$ cat src/rtl/assert_macros.svh
// Assertion helpers shared by the allocator modules.
`ifndef ASSERT_MACROS_SVH
`define ASSERT_MACROS_SVH

// Same-cycle implication, checked at every rising clock edge out of reset.
`define ASSERT_IMPLY(label, clk, rst, lhs, rhs) \
   label: assert property (@(posedge clk) disable iff (rst) (lhs) |-> (rhs)) \
      else $error("assertion failed");

// Next-cycle implication.
`define ASSERT_NEXT(label, clk, rst, lhs, rhs) \
   label: assert property (@(posedge clk) disable iff (rst) (lhs) |=> (rhs)) \
      else $error("assertion failed");

// Invariant that holds at every edge out of reset.
`define ASSERT_ALWAYS(label, clk, rst, expr) \
   label: assert property (@(posedge clk) disable iff (rst) (expr)) \
      else $error("assertion failed");

`endif

$ cat src/rtl/pba_pkg.sv
package pba_pkg;

   localparam int NUM_ORDERS   = 13;
   localparam int ADDR_BITS    = 12;
   localparam int ORDER_BITS   = 4;
   localparam int COUNT_BITS   = ADDR_BITS + 1;
   localparam int ORD_IDX_BITS = $clog2(NUM_ORDERS);
   localparam int LINK_DEPTH   = 1 << ADDR_BITS;

   localparam logic FUNC_ALLOC = 1'b0;
   localparam logic FUNC_FREE  = 1'b1;

   typedef logic [ADDR_BITS-1:0]    addr_type;
   typedef logic [COUNT_BITS-1:0]   count_type;
   typedef logic [ORD_IDX_BITS-1:0] ord_idx_type;

   typedef enum logic [2:0] {
      ST_IDLE,
      ST_EXEC,
      ST_POP,
      ST_SPLIT,
      ST_DONE
   } state_type;

   typedef enum logic [1:0] {
      CNT_NONE,
      CNT_ADD,
      CNT_SUB
   } cnt_op_type;

   typedef struct packed {
      logic                  func;
      logic [ORDER_BITS-1:0] order;
      addr_type              address;
   } req_type;

   typedef struct packed {
      logic     we;
      addr_type addr;
      addr_type data;
   } link_wr_type;

   typedef struct packed {
      logic      valid;
      addr_type  granted_address;
      logic      ok;
      count_type free_count;
   } done_type;

endpackage

$ cat src/rtl/pba_ctrl.sv
`include "assert_macros.svh"

module pba_ctrl
   import pba_pkg::*;
(
   input  logic        clock,
   input  logic        reset,
   input  logic        req_valid,
   output logic        req_stall,
   input  req_type     req,
   output link_wr_type link_wr,
   output addr_type    link_raddr,
   input  addr_type    link_rdata,
   output done_type    done,
   input  logic        done_take
);

   localparam count_type COUNT_MAX = {1'b1, {ADDR_BITS{1'b0}}};

   state_type             state_ff, state_in;
   logic                  func_ff;
   logic [ORDER_BITS-1:0] ord_ff;
   addr_type              addr_ff;
   ord_idx_type           cur_ff, cur_in;
   addr_type              base_ff, base_in;
   addr_type              granted_ff, granted_in;
   logic                  ok_ff, ok_in;
   addr_type              heads_ff [NUM_ORDERS];
   count_type             free_blocks_ff, free_blocks_in;

   logic                  order_ok;
   ord_idx_type           ord_idx;
   logic [NUM_ORDERS-1:0] avail;
   logic                  found;
   ord_idx_type           search_idx;
   ord_idx_type           split_k;
   addr_type              half;
   ord_idx_type           head_ridx;
   addr_type              head_rd;
   logic                  head_we;
   ord_idx_type           head_widx;
   addr_type              head_wval;
   cnt_op_type            cnt_op;
   ord_idx_type           cnt_k;
   logic                  cnt_big;
   count_type             cnt_pow;
   logic [COUNT_BITS:0]   cnt_sum;

   assign order_ok = {1'b0, ord_ff} < (ORDER_BITS + 1)'(NUM_ORDERS);
   assign ord_idx  = ORD_IDX_BITS'(ord_ff);
   assign split_k  = cur_ff - ORD_IDX_BITS'(1);
   assign half     = base_ff + (addr_type'(1) << split_k);

   // lowest non-empty list at or above the requested order
   always_comb begin
      found      = 1'b0;
      search_idx = '0;
      for (int i = NUM_ORDERS - 1; i >= 0; i--) begin
         avail[i] = (heads_ff[i] != '0) && (i >= int'(ord_ff));
         if (avail[i]) begin
            found      = 1'b1;
            search_idx = ORD_IDX_BITS'(i);
         end
      end
   end

   always_comb begin
      head_ridx = ord_idx;
      if (state_ff == ST_EXEC && func_ff == FUNC_ALLOC) begin
         head_ridx = search_idx;
      end else if (state_ff == ST_SPLIT) begin
         head_ridx = split_k;
      end
   end
   assign head_rd = heads_ff[head_ridx];

   // next state
   always_comb begin
      state_in = state_ff;
      unique case (state_ff)
         ST_IDLE: begin
            if (req_valid) begin
               state_in = ST_EXEC;
            end
         end
         ST_EXEC: begin
            if (order_ok && func_ff == FUNC_ALLOC && found) begin
               state_in = ST_POP;
            end else begin
               state_in = ST_DONE;
            end
         end
         ST_POP: begin
            state_in = (cur_ff > ord_idx) ? ST_SPLIT : ST_DONE;
         end
         ST_SPLIT: begin
            if (split_k == ord_idx) begin
               state_in = ST_DONE;
            end
         end
         ST_DONE: begin
            if (done_take) begin
               state_in = ST_IDLE;
            end
         end
         default: state_in = ST_IDLE;
      endcase
   end

   // outputs and datapath control
   always_comb begin
      req_stall  = 1'b1;
      link_wr    = '0;
      link_raddr = base_ff;
      head_we    = 1'b0;
      head_widx  = ord_idx;
      head_wval  = addr_ff;
      cnt_op     = CNT_NONE;
      cnt_k      = ord_idx;
      cur_in     = cur_ff;
      base_in    = base_ff;
      granted_in = granted_ff;
      ok_in      = ok_ff;
      unique case (state_ff)
         ST_IDLE: begin
            req_stall = 1'b0;
         end
         ST_EXEC: begin
            granted_in = '0;
            ok_in      = 1'b0;
            if (order_ok) begin
               if (func_ff == FUNC_FREE) begin
                  if (addr_ff != '0) begin
                     link_wr   = '{we: 1'b1, addr: addr_ff, data: head_rd};
                     head_we   = 1'b1;
                     head_widx = ord_idx;
                     head_wval = addr_ff;
                     cnt_op    = CNT_ADD;
                     cnt_k     = ord_idx;
                     ok_in     = 1'b1;
                  end
               end else if (found) begin
                  link_raddr = head_rd;
                  base_in    = head_rd;
                  cur_in     = search_idx;
                  cnt_op     = CNT_SUB;
                  cnt_k      = search_idx;
                  granted_in = head_rd;
                  ok_in      = 1'b1;
               end
            end
         end
         ST_POP: begin
            head_we   = 1'b1;
            head_widx = cur_ff;
            head_wval = link_rdata;
         end
         ST_SPLIT: begin
            cur_in = split_k;
            if (half != '0) begin
               link_wr   = '{we: 1'b1, addr: half, data: head_rd};
               head_we   = 1'b1;
               head_widx = split_k;
               head_wval = half;
               cnt_op    = CNT_ADD;
               cnt_k     = split_k;
            end
         end
         ST_DONE: begin
         end
         default: begin
         end
      endcase
   end

   assign done = '{valid: (state_ff == ST_DONE), granted_address: granted_ff,
                   ok: ok_ff, free_count: free_blocks_ff};

   // saturating count update
   assign cnt_big = int'(cnt_k) >= ADDR_BITS;
   assign cnt_pow = cnt_big ? '0 : (count_type'(1) << cnt_k);
   assign cnt_sum = {1'b0, free_blocks_ff} + {1'b0, cnt_pow};

   always_comb begin
      free_blocks_in = free_blocks_ff;
      case (cnt_op)
         CNT_ADD: begin
            if (cnt_big || cnt_sum >= {1'b0, COUNT_MAX}) begin
               free_blocks_in = COUNT_MAX;
            end else begin
               free_blocks_in = cnt_sum[COUNT_BITS-1:0];
            end
         end
         CNT_SUB: begin
            if (cnt_big || cnt_pow >= free_blocks_ff) begin
               free_blocks_in = '0;
            end else begin
               free_blocks_in = free_blocks_ff - cnt_pow;
            end
         end
         default: free_blocks_in = free_blocks_ff;
      endcase
   end

   always_ff @(posedge clock) begin
      if (reset) begin
         state_ff       <= ST_IDLE;
         free_blocks_ff <= '0;
         for (int i = 0; i < NUM_ORDERS; i++) begin
            heads_ff[i] <= '0;
         end
      end else begin
         state_ff       <= state_in;
         free_blocks_ff <= free_blocks_in;
         if (head_we) begin
            heads_ff[head_widx] <= head_wval;
         end
      end
   end

   always_ff @(posedge clock) begin
      if (state_ff == ST_IDLE && req_valid) begin
         func_ff <= req.func;
         ord_ff  <= req.order;
         addr_ff <= req.address;
      end
      cur_ff     <= cur_in;
      base_ff    <= base_in;
      granted_ff <= granted_in;
      ok_ff      <= ok_in;
   end

   `ASSERT_IMPLY(a_split_above_order, clock, reset, state_ff == ST_SPLIT, cur_ff > ord_idx)
   `ASSERT_IMPLY(a_no_link_at_zero, clock, reset, link_wr.we, link_wr.addr != '0)
   `ASSERT_ALWAYS(a_count_bounded, clock, reset, free_blocks_ff <= COUNT_MAX)

endmodule

$ cat config.mk
export PLATFORM = sky130hd
export DESIGN_NAME = pba_ctrl
export DESIGN_NICKNAME = d
export VERILOG_FILES = /design/src/rtl/pba_pkg.sv /design/src/rtl/pba_ctrl.sv
export VERILOG_INCLUDE_DIRS = /design/src /design/src/rtl
export SDC_FILE = /design/constraint.sdc
export NUM_CORES = 1
export LEC_CHECK = 0
export ABC_AREA = 1
export BUFFER_PORTS_ARGS = -buffer_cell sky130_fd_sc_hd__buf_4
export CORE_UTILIZATION = 47
export CTS_CLUSTER_SIZE = 16
export DETAILED_ROUTE_END_ITERATION = 10
export PLACE_DENSITY_LB_ADDON = 0.12
export SYNTH_ARGS = -nofsm -noshare
export SYNTH_HDL_FRONTEND = slang
export SYNTH_SLANG_ARGS = --single-unit
$ cat constraint.sdc
create_clock -name clock -period 6.8 [get_ports clock]
set_clock_uncertainty 0.1 [all_clocks]
set_input_delay 1.02 -clock clock [delete_from_list [all_inputs] [get_ports clock]]
set_output_delay 1.02 -clock clock [all_outputs]
set_load 0.005 [all_outputs]
==> flow_summary.html, run 1 <==
<table>
<tr><th>Metric</th><th>Value</th></tr>
<tr><th colspan="2">Floorplanning</th></tr>
<tr><td>Boundary Pins</td><td>98</td></tr>
<tr><td>Total Die Area</td><td>33,900 sq um</td></tr>
<tr><td>Total core area</td><td>32,600 sq um</td></tr>
<tr><td>Effective utilization at floorplan</td><td>47.8%</td></tr>
<tr><td>Placement Rows</td><td>66</td></tr>
<tr><td>Chip Height</td><td>184 um</td></tr>
<tr><td>Die W</td><td>184 um</td></tr>
<tr><th colspan="2">Worst setup path</th></tr>
<tr><td>Required time at the endpoint of the critical path</td><td>7.17 ns</td></tr>
<tr><td>Reg-to-reg critical path startpoint</td><td>cur_ff[0]</td></tr>
<tr><td>Largest driver fanout on the critical path</td><td>11</td></tr>
<tr><td>Delay contributed by the slowest stage of the critical path</td><td>0.39 ns</td></tr>
<tr><td>Critical Setup Path Class</td><td>reg -&gt; reg</td></tr>
<tr><td>Cell family contributing the most delay on the critical path</td><td>simple AND/OR/NAND/NOR gates</td></tr>
<tr><td>Most common cell type on the critical path</td><td>sky130_fd_sc_hd__nand2_1</td></tr>
<tr><td>Crit path arrival time</td><td>6.73 ns</td></tr>
<tr><td>Kind of end point of the critical path</td><td>register</td></tr>
<tr><td>Worst path slowest cell</td><td>sky130_fd_sc_hd__ha_1</td></tr>
<tr><td>Startpoint Class</td><td>register</td></tr>
<tr><td>Buffers &amp; Inverters on Critical Path</td><td>6</td></tr>
<tr><td>CP Launch Point</td><td>cur_ff[0]</td></tr>
<tr><th colspan="2">Final layout</th></tr>
<tr><td>Post-layout net count</td><td>2,127</td></tr>
<tr><td>Antenna diode count</td><td>0</td></tr>
<tr><td>Non-filler instance count after layout</td><td>2,507</td></tr>
<tr><td>Share of post-route cells with drive strength above 1</td><td>13.4%</td></tr>
<tr><td>Final standard cell utilization of the core</td><td>54.6%</td></tr>
<tr><td>Filler Cells Inserted</td><td>3,078</td></tr>
<tr><td>Synthesis-to-finish area growth</td><td>14.3%</td></tr>
<tr><th colspan="2">Clock network</th></tr>
<tr><td>TritonCTS clock tree</td><td>done</td></tr>
<tr><td>CTS H-tree lvls</td><td>1</td></tr>
<tr><td>CTS Buf Count</td><td>29</td></tr>
<tr><td>Post-CTS clock slew at the launch and capture registers of the worst setup and hold paths</td><td>0.06 ns</td></tr>
<tr><td>Worst skew pair latency</td><td>0.58 ns</td></tr>
<tr><td>CTS sink cnt</td><td>254</td></tr>
<tr><td>Max clock buf depth</td><td>3</td></tr>
<tr><td>Hold-fix buffers, CTS</td><td>0</td></tr>
<tr><td>Root Buffer</td><td>sky130_fd_sc_hd__clkbuf_16</td></tr>
<tr><th colspan="2">Synth</th></tr>
<tr><td>Share of synthesized registers carrying an async set or reset</td><td>0%</td></tr>
<tr><td>Mapped Area</td><td>15,600 sq um</td></tr>
<tr><td>Cell taking the most area after synthesis</td><td>sky130_fd_sc_hd__edfxtp_1</td></tr>
<tr><td>Ranking of synthesized cells by area</td><td>sky130_fd_sc_hd__edfxtp_1 (44%), sky130_fd_sc_hd__nand3_1 (9.9%), sky130_fd_sc_hd__nand2_1 (9.2%), sky130_fd_sc_hd__nor2_1 (7.1%), sky130_fd_sc_hd__inv_1 (6.6%)</td></tr>
<tr><td>Portion of the post-synthesis area used by sequential elements</td><td>47.1%</td></tr>
<tr><td>Simple logic cell fraction of the synthesized area</td><td>31.2%</td></tr>
<tr><td>Most frequent cell after synthesis</td><td>sky130_fd_sc_hd__nand2_1</td></tr>
<tr><td>Number of enable-type register cells in the synthesized netlist</td><td>226</td></tr>
<tr><td>Post-Synth Adder-Cell Area</td><td>4.24%</td></tr>
<tr><td>Share of the synthesized area in the top cell type</td><td>43.5%</td></tr>
<tr><td>Synth Register Bits</td><td>254</td></tr>
<tr><td>Dominant synthesized flop cell</td><td>sky130_fd_sc_hd__edfxtp_1</td></tr>
<tr><td>Net Count, Synth</td><td>2,070</td></tr>
<tr><td>Xor and xnor area share after synthesis</td><td>1.24%</td></tr>
<tr><td>Synthesized instance count</td><td>1,986</td></tr>
<tr><td>Dominant combinational cell family by area after synthesis</td><td>simple AND/OR/NAND/NOR gates</td></tr>
<tr><td>Mux contribution to synthesized area</td><td>0%</td></tr>
<tr><td>Unique cell type count in the Yosys netlist</td><td>55</td></tr>
<tr><td>Commonest cells in the netlist</td><td>sky130_fd_sc_hd__nand2_1 (383), sky130_fd_sc_hd__nand3_1 (307), sky130_fd_sc_hd__nor2_1 (295)</td></tr>
<tr><td>Syn_area_per_cell</td><td>7.85 sq um</td></tr>
<tr><td>Compound-gate portion of the synthesized area</td><td>5.96%</td></tr>
<tr><td>YS warnings</td><td>0</td></tr>
<tr><th colspan="2">Drt</th></tr>
<tr><td>Number of detailed-route iterations in the first pass</td><td>5</td></tr>
<tr><td>Total via count in the routed design</td><td>13,700</td></tr>
<tr><td>Average detailed-routed wire length per instance</td><td>18.7 um</td></tr>
<tr><td>Post-route antenna net violation count</td><td>0</td></tr>
<tr><td>DRC violations left</td><td>0</td></tr>
<tr><td>First DRT Iteration DRCs</td><td>1,023</td></tr>
<tr><td>Final wirelength</td><td>46,900 um</td></tr>
<tr><td>Routed via count divided by cell count</td><td>5.46</td></tr>
<tr><th colspan="2">Job</th></tr>
<tr><td>Number of max-cap violations</td><td>0</td></tr>
<tr><th colspan="2">Global route</th></tr>
<tr><td>Largest net degree at the start of global routing</td><td>72</td></tr>
<tr><td>Met1 global-route usage</td><td>37.4%</td></tr>
<tr><td>Total congestion overflow after global routing</td><td>0</td></tr>
<tr><td>Number of global-route vias before repair</td><td>12,700</td></tr>
<tr><td>Busiest grt layer</td><td>met2</td></tr>
<tr><td>Met2 routing resource usage after global routing</td><td>46.7%</td></tr>
<tr><td>Wire length of the first global-routing pass</td><td>71,500 um</td></tr>
<tr><td>Antenna violations before repair</td><td>0</td></tr>
<tr><td>Global-route met3 utilization</td><td>3.12%</td></tr>
<tr><td>Total GRT Usage</td><td>27.7%</td></tr>
<tr><th colspan="2">Timing</th></tr>
<tr><td>Hold violation count in the final report</td><td>0</td></tr>
<tr><td>FMAX</td><td>157 MHz</td></tr>
<tr><td>Number of max-slew violations in the final report</td><td>0</td></tr>
<tr><td>Final total negative setup slack</td><td>0 ns</td></tr>
<tr><td>Setup violators final</td><td>0</td></tr>
<tr><td>Tcrit/Tclk final</td><td>93.4%</td></tr>
<tr><td>Post-route worst setup slack</td><td>0.449 ns</td></tr>
<tr><td>Max-slew headroom at the worst pin</td><td>21.9%</td></tr>
<tr><td>Minimum period implied by the final worst setup slack</td><td>6.35 ns</td></tr>
<tr><td>Actual transition at the worst max-transition pin</td><td>1.16 ns</td></tr>
<tr><th colspan="2">Hold path</th></tr>
<tr><td>Hold path startpoint</td><td>base_ff[7]</td></tr>
<tr><td>Type of the tightest min-delay check</td><td>reg -&gt; reg</td></tr>
<tr><th colspan="2">Power and ir drop</th></tr>
<tr><td>Peak supply drop</td><td>269 uV</td></tr>
<tr><td>Static leakage</td><td>8.10 nW</td></tr>
<tr><td>Overall Power</td><td>8.10 mW</td></tr>
<tr><td>PD cells</td><td>455 nW/um^2</td></tr>
<tr><th colspan="2">Run status</th></tr>
<tr><td>Run status</td><td>complete, no violations</td></tr>
<tr><th colspan="2">Place</th></tr>
<tr><td>Number of placed cells counting well taps</td><td>2,448</td></tr>
<tr><td>Hpwl dp</td><td>33,100 um</td></tr>
<tr><td>Routability-driven placement congestion ratio</td><td>0.982</td></tr>
<tr><td>IO buf count</td><td>97</td></tr>
<tr><td>Pre-CTS worst setup slack</td><td>0.0751 ns</td></tr>
</table>
-- worst register-to-register path, delay by kind of cell, from the launching register on --
family                   cells  cell delay (ns)
AO/OA/AOI/OAI                6             0.92
flip-flops                   1             0.36
buffers and inverters        6             0.73
AND/OR/NAND/NOR             24             3.04
XOR/XNOR                     1             0.12
adder cells (fa/ha/maj)      3             0.98
-- routing by layer --
| layer | wire (um) | vias to the layer above | share of wire, % |
|---|---|---|---|
| li1 | - | 6607 | - |
| met4 | 1230 | 0 | 2.6 |
| met5 | 0 | - | 0 |
| met1 | 20400 | 6541 | 44 |
| met2 | 22300 | 463 | 48 |
| met3 | 2940 | 75 | 6.3 |
-- path summary, 6_finish.rpt --
| check | endpoint | slack [ns] | cells past startpoint |
|---|---|---|---|
| worst max-delay path | free_blocks_ff[12] | 0.45 | 40 |
| worst min-delay path | base_ff[7] | 0.39 | 2 |
| worst max register to register | free_blocks_ff[12] | 0.45 | 40 |
| worst min register to register | base_ff[7] | 0.39 | 2 |
-- per-stage QoR --
step / hold WS [ns] / cell area, sq um
global route: 0.425 / 17800
finish: 0.390 / 17800
CTS: 0.387 / 17600
floorplan: 0.373 / 15600
detailed placement: 0.371 / 16600
global placement: 0.377 / 16600
-- final cells by class --
type | instances | area (sq um) | share of cell area (%)
clock buffers | 37 | 776 | 4.35
clock inverters | 16 | 219 | 1.23
inverters | 299 | 1120 | 6.30
multi-input cells | 1330 | 6840 | 38.4
flip-flops and latches | 254 | 7350 | 41.2
well taps | 442 | 553 | 3.10
repair buffers | 129 | 966 | 5.42
-- placed cells by master, fill, tap and decap left out, types with 29 or more instances in the layout --
master	n
sky130_fd_sc_hd__edfxtp_1	226
sky130_fd_sc_hd__buf_4	128
sky130_fd_sc_hd__nor2_1	291
sky130_fd_sc_hd__a21oi_1	48
sky130_fd_sc_hd__o21ai_0	52
sky130_fd_sc_hd__inv_1	271
sky130_fd_sc_hd__nand3_1	302
sky130_fd_sc_hd__nand2_1	379
sky130_fd_sc_hd__clkbuf_16	29
sky130_fd_sc_hd__ha_1	45
-- sequential cells by signal, indices dropped and copies added, names as in the netlist --
signal	cells
state_ff	3
base_ff	12
heads_ff	192
cur_ff	4
ok_ff	1
free_blocks_ff	13
ord_ff	4
func_ff	1
addr_ff	12
granted_ff	12
-- power by group --
part	switching, mW	internal, mW	leakage (nW)
clock network	0.651	0.994	0.479
logic	2.97	1.34	5.14
registers	0.167	1.97	2.49
-- cell families after synthesis --
| kind of cell | count (synthesis) |
|---|---|
| xor+xnor | 20 |
| simple gates | 1102 |
| flops | 254 |
| compound gates | 155 |
| other cells | 2 |
| buf+inv | 402 |
| fa+ha+maj | 51 |
-- timing repair --
| action | 4_1_cts | 5_1_grt |
|---|---|---|
| setup endpoints to repair | 0 | 13 |
| buffers inserted | 0 | 5 |
| gates resized for setup | 0 | 39 |
(Power assumes the default switching activity.)
==> inputs of run 2 (changes only) <==
--- a/config.mk
+++ b/config.mk
@@ -9,6 +9,7 @@
 export ABC_AREA = 1
 export BUFFER_PORTS_ARGS = -buffer_cell sky130_fd_sc_hd__buf_4
 export CORE_UTILIZATION = 47
+export CTS_BUF_LIST = sky130_fd_sc_hd__clkbuf_16
 export CTS_CLUSTER_SIZE = 16
 export DETAILED_ROUTE_END_ITERATION = 10
 export PLACE_DENSITY_LB_ADDON = 0.12
==> run 2 against run 1 <==
Against the previous run:
- worst setup slack worse by 0.015 ns
- maximum frequency down 0.24%
- largest cell class unchanged
- global-route usage about the same
- flip-flop and latch count unchanged
- critical path depth unchanged
- wire length down 0.25%
- utilization down 0.061 points
- highest routed layer unchanged
==> flow_summary.html, run 2 (same netlist as run 1, synthesis figures left out) <==
<table>
<tr><th>Metric</th><th>Value</th></tr>
<tr><th colspan="2">Run status</th></tr>
<tr><td>Run status</td><td>complete, no violations</td></tr>
<tr><th colspan="2">Final layout</th></tr>
<tr><td>Commonest cells after routing, fill and taps aside</td><td>sky130_fd_sc_hd__nand2_1 (379), sky130_fd_sc_hd__nand3_1 (302), sky130_fd_sc_hd__nor2_1 (291)</td></tr>
<tr><td>Commonest non-fill, non-tap cell in the layout</td><td>sky130_fd_sc_hd__nand2_1</td></tr>
<tr><td>Flip-flop count of the largest register after layout</td><td>192</td></tr>
<tr><td>Post-layout net count</td><td>2,127</td></tr>
<tr><td>Largest registers</td><td>heads_ff x192, free_blocks_ff x13</td></tr>
<tr><td>Top register by number of flip-flops</td><td>heads_ff</td></tr>
<tr><td>Non-filler instance count after layout</td><td>2,507</td></tr>
<tr><td>Synthesis-to-finish area growth</td><td>14.2%</td></tr>
<tr><td>Share of post-route cells with drive strength above 1</td><td>13.3%</td></tr>
<tr><td>Antenna diode count</td><td>0</td></tr>
<tr><th colspan="2">Clock network</th></tr>
<tr><td>CTS H-tree lvls</td><td>1</td></tr>
<tr><td>Post-CTS clock slew at the launch and capture registers of the worst setup and hold paths</td><td>0.06 ns</td></tr>
<tr><td>Worst skew pair latency</td><td>0.58 ns</td></tr>
<tr><td>CTS Buf Count</td><td>29</td></tr>
<tr><td>Root Buffer</td><td>sky130_fd_sc_hd__clkbuf_16</td></tr>
<tr><td>CTS sink cnt</td><td>254</td></tr>
<tr><td>Max clock buf depth</td><td>3</td></tr>
<tr><td>TritonCTS clock tree</td><td>done</td></tr>
<tr><td>Hold-fix buffers, CTS</td><td>0</td></tr>
<tr><th colspan="2">Floorplanning</th></tr>
<tr><td>Effective utilization at floorplan</td><td>47.8%</td></tr>
<tr><td>Placement Rows</td><td>66</td></tr>
<tr><td>Boundary Pins</td><td>98</td></tr>
<tr><td>Chip Height</td><td>184 um</td></tr>
<tr><td>Total Die Area</td><td>33,900 sq um</td></tr>
<tr><td>Die W</td><td>184 um</td></tr>
<tr><td>Total core area</td><td>32,600 sq um</td></tr>
<tr><th colspan="2">Timing</th></tr>
<tr><td>Tcrit/Tclk final</td><td>93.6%</td></tr>
<tr><td>Smallest hold slack</td><td>0.391 ns</td></tr>
<tr><td>Post-route worst setup slack</td><td>0.434 ns</td></tr>
<tr><td>Number of max-slew violations in the final report</td><td>0</td></tr>
<tr><td>Actual transition at the worst max-transition pin</td><td>1.16 ns</td></tr>
<tr><td>Hold violation count in the final report</td><td>0</td></tr>
<tr><td>FMAX</td><td>157 MHz</td></tr>
<tr><td>Setup violators final</td><td>0</td></tr>
<tr><td>Max-slew headroom at the worst pin</td><td>22.4%</td></tr>
<tr><td>Final total negative setup slack</td><td>0 ns</td></tr>
<tr><td>Minimum period implied by the final worst setup slack</td><td>6.37 ns</td></tr>
<tr><th colspan="2">Hold path</th></tr>
<tr><td>Type of the tightest min-delay check</td><td>reg -&gt; reg</td></tr>
<tr><td>Cell count of the worst hold path</td><td>2</td></tr>
<tr><th colspan="2">Worst setup path</th></tr>
<tr><td>Required time at the endpoint of the critical path</td><td>7.17 ns</td></tr>
<tr><td>Most common cell type on the critical path</td><td>sky130_fd_sc_hd__nand2_1</td></tr>
<tr><td>Delay contributed by the slowest stage of the critical path</td><td>0.39 ns</td></tr>
<tr><td>Critical Setup Path Class</td><td>reg -&gt; reg</td></tr>
<tr><td>Largest driver fanout on the critical path</td><td>11</td></tr>
<tr><td>Worst path slowest cell</td><td>sky130_fd_sc_hd__ha_1</td></tr>
<tr><td>Reg2reg path depth</td><td>40</td></tr>
<tr><td>Startpoint Class</td><td>register</td></tr>
<tr><td>Crit path arrival time</td><td>6.74 ns</td></tr>
<tr><td>Kind of end point of the critical path</td><td>register</td></tr>
<tr><th colspan="2">Drt</th></tr>
<tr><td>First DRT Iteration DRCs</td><td>1,106</td></tr>
<tr><td>Post-route antenna net violation count</td><td>0</td></tr>
<tr><td>Final wirelength</td><td>46,800 um</td></tr>
<tr><td>Routed via count divided by cell count</td><td>5.42</td></tr>
<tr><td>Number of detailed-route iterations in the first pass</td><td>5</td></tr>
<tr><td>Total via count in the routed design</td><td>13,600</td></tr>
<tr><td>DRC violations left</td><td>0</td></tr>
<tr><td>Average detailed-routed wire length per instance</td><td>18.7 um</td></tr>
<tr><th colspan="2">Global route</th></tr>
<tr><td>Largest net degree at the start of global routing</td><td>72</td></tr>
<tr><td>Wire length of the first global-routing pass</td><td>71,500 um</td></tr>
<tr><td>Total GRT Usage</td><td>27.7%</td></tr>
<tr><td>Antenna violations before repair</td><td>0</td></tr>
<tr><td>Number of global-route vias before repair</td><td>12,700</td></tr>
<tr><td>Total congestion overflow after global routing</td><td>0</td></tr>
<tr><th colspan="2">Place</th></tr>
<tr><td>Number of placed cells counting well taps</td><td>2,448</td></tr>
<tr><td>Hpwl dp</td><td>33,100 um</td></tr>
<tr><td>IO buf count</td><td>97</td></tr>
<tr><td>Pre-CTS worst setup slack</td><td>0.0751 ns</td></tr>
<tr><td>Routability-driven placement congestion ratio</td><td>0.982</td></tr>
<tr><th colspan="2">Power and ir drop</th></tr>
<tr><td>Overall Power</td><td>8.06 mW</td></tr>
<tr><td>Static leakage</td><td>8.12 nW</td></tr>
<tr><td>PD cells</td><td>453 nW/um^2</td></tr>
<tr><td>Peak supply drop</td><td>267 uV</td></tr>
<tr><th colspan="2">Job</th></tr>
<tr><td>Number of max-cap violations</td><td>0</td></tr>
</table>
## run 2: cell type report
class                           count  area, sq um
Sequential cell                   254         7350
Inverter                          299         1120
Clock buffer                       29          726
Multi-Input combinational cell   1330         6840
Clock inverter                     24          249
Fill cell                        3081        14800
Tap cell                          442          553
Timing Repair Buffer              129          966
## run 2: stage by stage
stage                     instance area (sq um)  utilization [%]
after floorplan                           15600                -
after global placement                    16600             51.0
after detailed placement                  16600             51.0
after CTS                                 17600             54.0
after global routing                      17800             54.6
final                                     17800             54.6
## run 2: metal layers
layer / vias to the layer above / GRT usage, % / part of all wire (%)
met5: - / 0 / 0
met4: 0 / 8.10 / 2.6
met3: 78 / 3.12 / 6.4
met2: 464 / 46.7 / 48
met1: 6434 / 37.4 / 43
li1: 6603 / - / -
## run 2: final timing paths
| kind | from | to | slack, ns |
|---|---|---|---|
| worst min-delay path | base_ff[7] | base_ff[7] | 0.39 |
| worst max register to register | cur_ff[0] | free_blocks_ff[12] | 0.43 |
| worst max-delay path | cur_ff[0] | free_blocks_ff[12] | 0.43 |
| worst min register to register | base_ff[7] | base_ff[7] | 0.39 |
## run 2: critical path, delay by kind of cell (launching register included)
kind            cells  cell delay, ns
compound gates      6            0.91
xor+xnor            1            0.12
fa+ha+maj           3            0.98
flops               1            0.36
simple gates       24            3.04
buf+inv             6            0.73
## run 2: where the power goes
part | internal, mW | switching (mW)
combinational | 1.34 | 2.97
sequential | 1.97 | 0.167
clock | 0.963 | 0.649
## run 2: what timing repair did
item / CTS / global route
buffers inserted: 0 / 5
resized for setup: 0 / 39
endpoints found under the setup margin: 0 / 13
==> inputs of run 3 (changes only) <==
==> constraint.sdc (replaced) <==
create_clock -name clock -period 8.04 [get_ports clock]
set_clock_uncertainty 0.1 [all_clocks]
set_input_delay 1.206 -clock clock [delete_from_list [all_inputs] [get_ports clock]]
set_output_delay 1.206 -clock clock [all_outputs]
set_load 0.005 [all_outputs]
==> run 3 against run 2 <==
Against the previous run:
- non-clock buffer count decreased by 13
- register-to-register slack improved by 0.46 ns
- first-iteration DRC count is 7.6% higher
- maximum frequency fell by 11%
- design area is 1.4% lower
- global-route usage shrank 0.45 points
- die area unchanged
- highest routed layer unchanged
- combinational power is 18% lower
- flip-flop and latch count did not move
- power is 17% lower
==> flow_summary.html, run 3 (same netlist as run 1, synthesis figures left out) <==
<table>
<tr><th>Metric</th><th>Value</th></tr>
<tr><th colspan="2">Clock network</th></tr>
<tr><td>Setup repair bufs after CTS</td><td>0</td></tr>
<tr><td>Worst skew pair latency</td><td>0.57 ns</td></tr>
<tr><td>Max clock buf depth</td><td>3</td></tr>
<tr><td>CTS sink cnt</td><td>254</td></tr>
<tr><td>TritonCTS clock tree</td><td>done</td></tr>
<tr><td>Post-cts sizing count</td><td>0</td></tr>
<tr><td>Hold-fix buffers, CTS</td><td>0</td></tr>
<tr><td>CTS Buf Count</td><td>29</td></tr>
<tr><td>Post-CTS clock slew at the launch and capture registers of the worst setup and hold paths</td><td>0.06 ns</td></tr>
<tr><td>Root Buffer</td><td>sky130_fd_sc_hd__clkbuf_16</td></tr>
<tr><td>CTS H-tree lvls</td><td>1</td></tr>
<tr><th colspan="2">Final layout</th></tr>
<tr><td>Commonest cells after routing, fill and taps aside</td><td>sky130_fd_sc_hd__nand2_1 (382), sky130_fd_sc_hd__nand3_1 (306), sky130_fd_sc_hd__nor2_1 (295)</td></tr>
<tr><td>Share of post-route cells with drive strength above 1</td><td>11.5%</td></tr>
<tr><td>Top register by number of flip-flops</td><td>heads_ff</td></tr>
<tr><td>Antenna diode count</td><td>0</td></tr>
<tr><td>Synthesis-to-finish area growth</td><td>12.6%</td></tr>
<tr><td>Commonest non-fill, non-tap cell in the layout</td><td>sky130_fd_sc_hd__nand2_1</td></tr>
<tr><td>Flip-flop count of the largest register after layout</td><td>192</td></tr>
<tr><td>Post-layout net count</td><td>2,114</td></tr>
<tr><td>Largest registers</td><td>heads_ff x192, free_blocks_ff x13</td></tr>
<tr><td>Non-filler instance count after layout</td><td>2,494</td></tr>
<tr><td>Post-route cell area</td><td>17,600 sq um</td></tr>
<tr><th colspan="2">Global route</th></tr>
<tr><td>Largest net degree at the start of global routing</td><td>97</td></tr>
<tr><td>Antenna violations before repair</td><td>0</td></tr>
<tr><td>Total congestion overflow after global routing</td><td>0</td></tr>
<tr><td>Total GRT Usage</td><td>27.2%</td></tr>
<tr><td>Wire length of the first global-routing pass</td><td>70,500 um</td></tr>
<tr><td>Number of global-route vias before repair</td><td>12,800</td></tr>
<tr><th colspan="2">Drt</th></tr>
<tr><td>Post-route antenna net violation count</td><td>0</td></tr>
<tr><td>First DRT Iteration DRCs</td><td>1,190</td></tr>
<tr><td>Final wirelength</td><td>46,000 um</td></tr>
<tr><td>DRC violations left</td><td>0</td></tr>
<tr><td>Average detailed-routed wire length per instance</td><td>18.4 um</td></tr>
<tr><td>Routed via count divided by cell count</td><td>5.45</td></tr>
<tr><td>Total via count in the routed design</td><td>13,600</td></tr>
<tr><td>Number of detailed-route iterations in the first pass</td><td>6</td></tr>
<tr><th colspan="2">Floorplanning</th></tr>
<tr><td>Total Die Area</td><td>33,900 sq um</td></tr>
<tr><td>Chip Height</td><td>184 um</td></tr>
<tr><td>Placement Rows</td><td>66</td></tr>
<tr><td>Boundary Pins</td><td>98</td></tr>
<tr><td>Die W</td><td>184 um</td></tr>
<tr><td>Effective utilization at floorplan</td><td>47.8%</td></tr>
<tr><td>Total core area</td><td>32,600 sq um</td></tr>
<tr><th colspan="2">Timing</th></tr>
<tr><td>Hold violation count in the final report</td><td>0</td></tr>
<tr><td>Setup violators final</td><td>0</td></tr>
<tr><td>Tcrit/Tclk final</td><td>88.9%</td></tr>
<tr><td>RSZ-0062 raised after global routing</td><td>false</td></tr>
<tr><td>FMAX</td><td>140 MHz</td></tr>
<tr><td>Actual transition at the worst max-transition pin</td><td>1.09 ns</td></tr>
<tr><td>Final total negative setup slack</td><td>0 ns</td></tr>
<tr><td>Number of max-slew violations in the final report</td><td>0</td></tr>
<tr><td>Minimum period implied by the final worst setup slack</td><td>7.14 ns</td></tr>
<tr><td>Max-slew headroom at the worst pin</td><td>26.6%</td></tr>
<tr><td>Post-route worst setup slack</td><td>0.896 ns</td></tr>
<tr><th colspan="2">Worst setup path</th></tr>
<tr><td>Critical Setup Path Class</td><td>reg -&gt; reg</td></tr>
<tr><td>Worst path slowest cell</td><td>sky130_fd_sc_hd__edfxtp_1</td></tr>
<tr><td>Reg2reg path depth</td><td>33</td></tr>
<tr><td>Most common cell type on the critical path</td><td>sky130_fd_sc_hd__inv_1</td></tr>
<tr><td>Startpoint Class</td><td>register</td></tr>
<tr><td>Delay contributed by the slowest stage of the critical path</td><td>0.46 ns</td></tr>
<tr><td>Required time at the endpoint of the critical path</td><td>8.45 ns</td></tr>
<tr><td>Kind of end point of the critical path</td><td>register</td></tr>
<tr><td>Largest driver fanout on the critical path</td><td>19</td></tr>
<tr><td>Flop-to-flop setup slack</td><td>0.90 ns</td></tr>
<tr><td>Crit path arrival time</td><td>7.55 ns</td></tr>
<tr><td>Reg-to-reg critical path startpoint</td><td>cur_ff[0]</td></tr>
<tr><td>Capture instance of the worst register-to-register path</td><td>free_blocks_ff[6]</td></tr>
<tr><th colspan="2">Hold path</th></tr>
<tr><td>Hold path startpoint</td><td>base_ff[2]</td></tr>
<tr><td>Type of the tightest min-delay check</td><td>reg -&gt; reg</td></tr>
<tr><td>Cell count of the worst hold path</td><td>2</td></tr>
<tr><td>End of the worst hold path</td><td>base_ff[2]</td></tr>
<tr><th colspan="2">Place</th></tr>
<tr><td>Post-DP Area</td><td>16,600 sq um</td></tr>
<tr><td>IO buf count</td><td>97</td></tr>
<tr><td>Number of placed cells counting well taps</td><td>2,441</td></tr>
<tr><td>Pre-CTS worst setup slack</td><td>0.944 ns</td></tr>
<tr><td>Hpwl dp</td><td>32,400 um</td></tr>
<tr><td>Routability-driven placement congestion ratio</td><td>0.966</td></tr>
<tr><th colspan="2">Power and ir drop</th></tr>
<tr><td>PD cells</td><td>381 nW/um^2</td></tr>
<tr><td>Static leakage</td><td>8.03 nW</td></tr>
<tr><td>Peak supply drop</td><td>223 uV</td></tr>
<tr><td>Overall Power</td><td>6.69 mW</td></tr>
<tr><th colspan="2">Run status</th></tr>
<tr><td>Run status</td><td>complete, no violations</td></tr>
<tr><th colspan="2">Job</th></tr>
<tr><td>Number of max-cap violations</td><td>0</td></tr>
</table>
[run 3: cell types whose count changed in the layout (fill, tap and decap cells not counted), moves of 3 or more]
cell                      delta
sky130_fd_sc_hd__buf_4      -12
sky130_fd_sc_hd__inv_2       -4
sky130_fd_sc_hd__nand3_1     +4
sky130_fd_sc_hd__nand3_2     -4
sky130_fd_sc_hd__nor2_1      +4
sky130_fd_sc_hd__a21oi_1     +3
sky130_fd_sc_hd__ha_1        +3
sky130_fd_sc_hd__ha_2        -3
sky130_fd_sc_hd__nand2_1     +3
sky130_fd_sc_hd__nand2_2     -3
[run 3: where the power goes]
part           switching, mW  internal (mW)
clock network          0.550          0.786
logic                   2.46           1.08
registers              0.145           1.67
[run 3: critical path, delay by kind of cell, from the launching register on]
kind	cells	cell delay, ns
xor+xnor	1	0.13
flops	1	0.46
compound gates	7	1.67
simple gates	13	2.36
buf+inv	8	1.08
fa+ha+maj	4	1.29
[run 3: worst max path at each step]
stage	from	end	slack (ns)	cells after the start
global route	cur_ff[1]	free_blocks_ff[6]	0.19	33
finish	cur_ff[0]	free_blocks_ff[6]	0.90	33
detailed placement	cur_ff[1]	free_blocks_ff[6]	0.94	33
global placement	cur_ff[0]	free_blocks_ff[11]	1.19	33
floorplan	cur_ff[0]	free_blocks_ff[10]	1.77	34
CTS	cur_ff[1]	free_blocks_ff[6]	0.91	33
[run 3: final cells by class]
class / instances / area (sq um)
fill: 3135 / 15100
sequential: 254 / 7350
multi-input combinational: 1330 / 6700
inverter: 299 / 1120
timing repair buffer: 116 / 871
clock buffer: 29 / 726
tap: 442 / 553
clock inverter: 24 / 234
[run 3: layer usage]
layer,vias to the layer above,wire length (um),GRT usage [%],part of all wire [%]
li1,6582,-,-,-
met4,0,1570,9.10,3.4
met2,488,21600,45.8,47
met5,-,0,0,0
met1,6422,19500,35.8,42
met3,103,3350,4.17,7.3
[run 3: per-stage QoR]
step                util [%]  hold slack [ns]
finish                  53.8            0.384
global route            53.8            0.406
global placement        50.9            0.371
floorplan                  -            0.373
detailed placement      50.9            0.376
CTS                     53.8            0.391
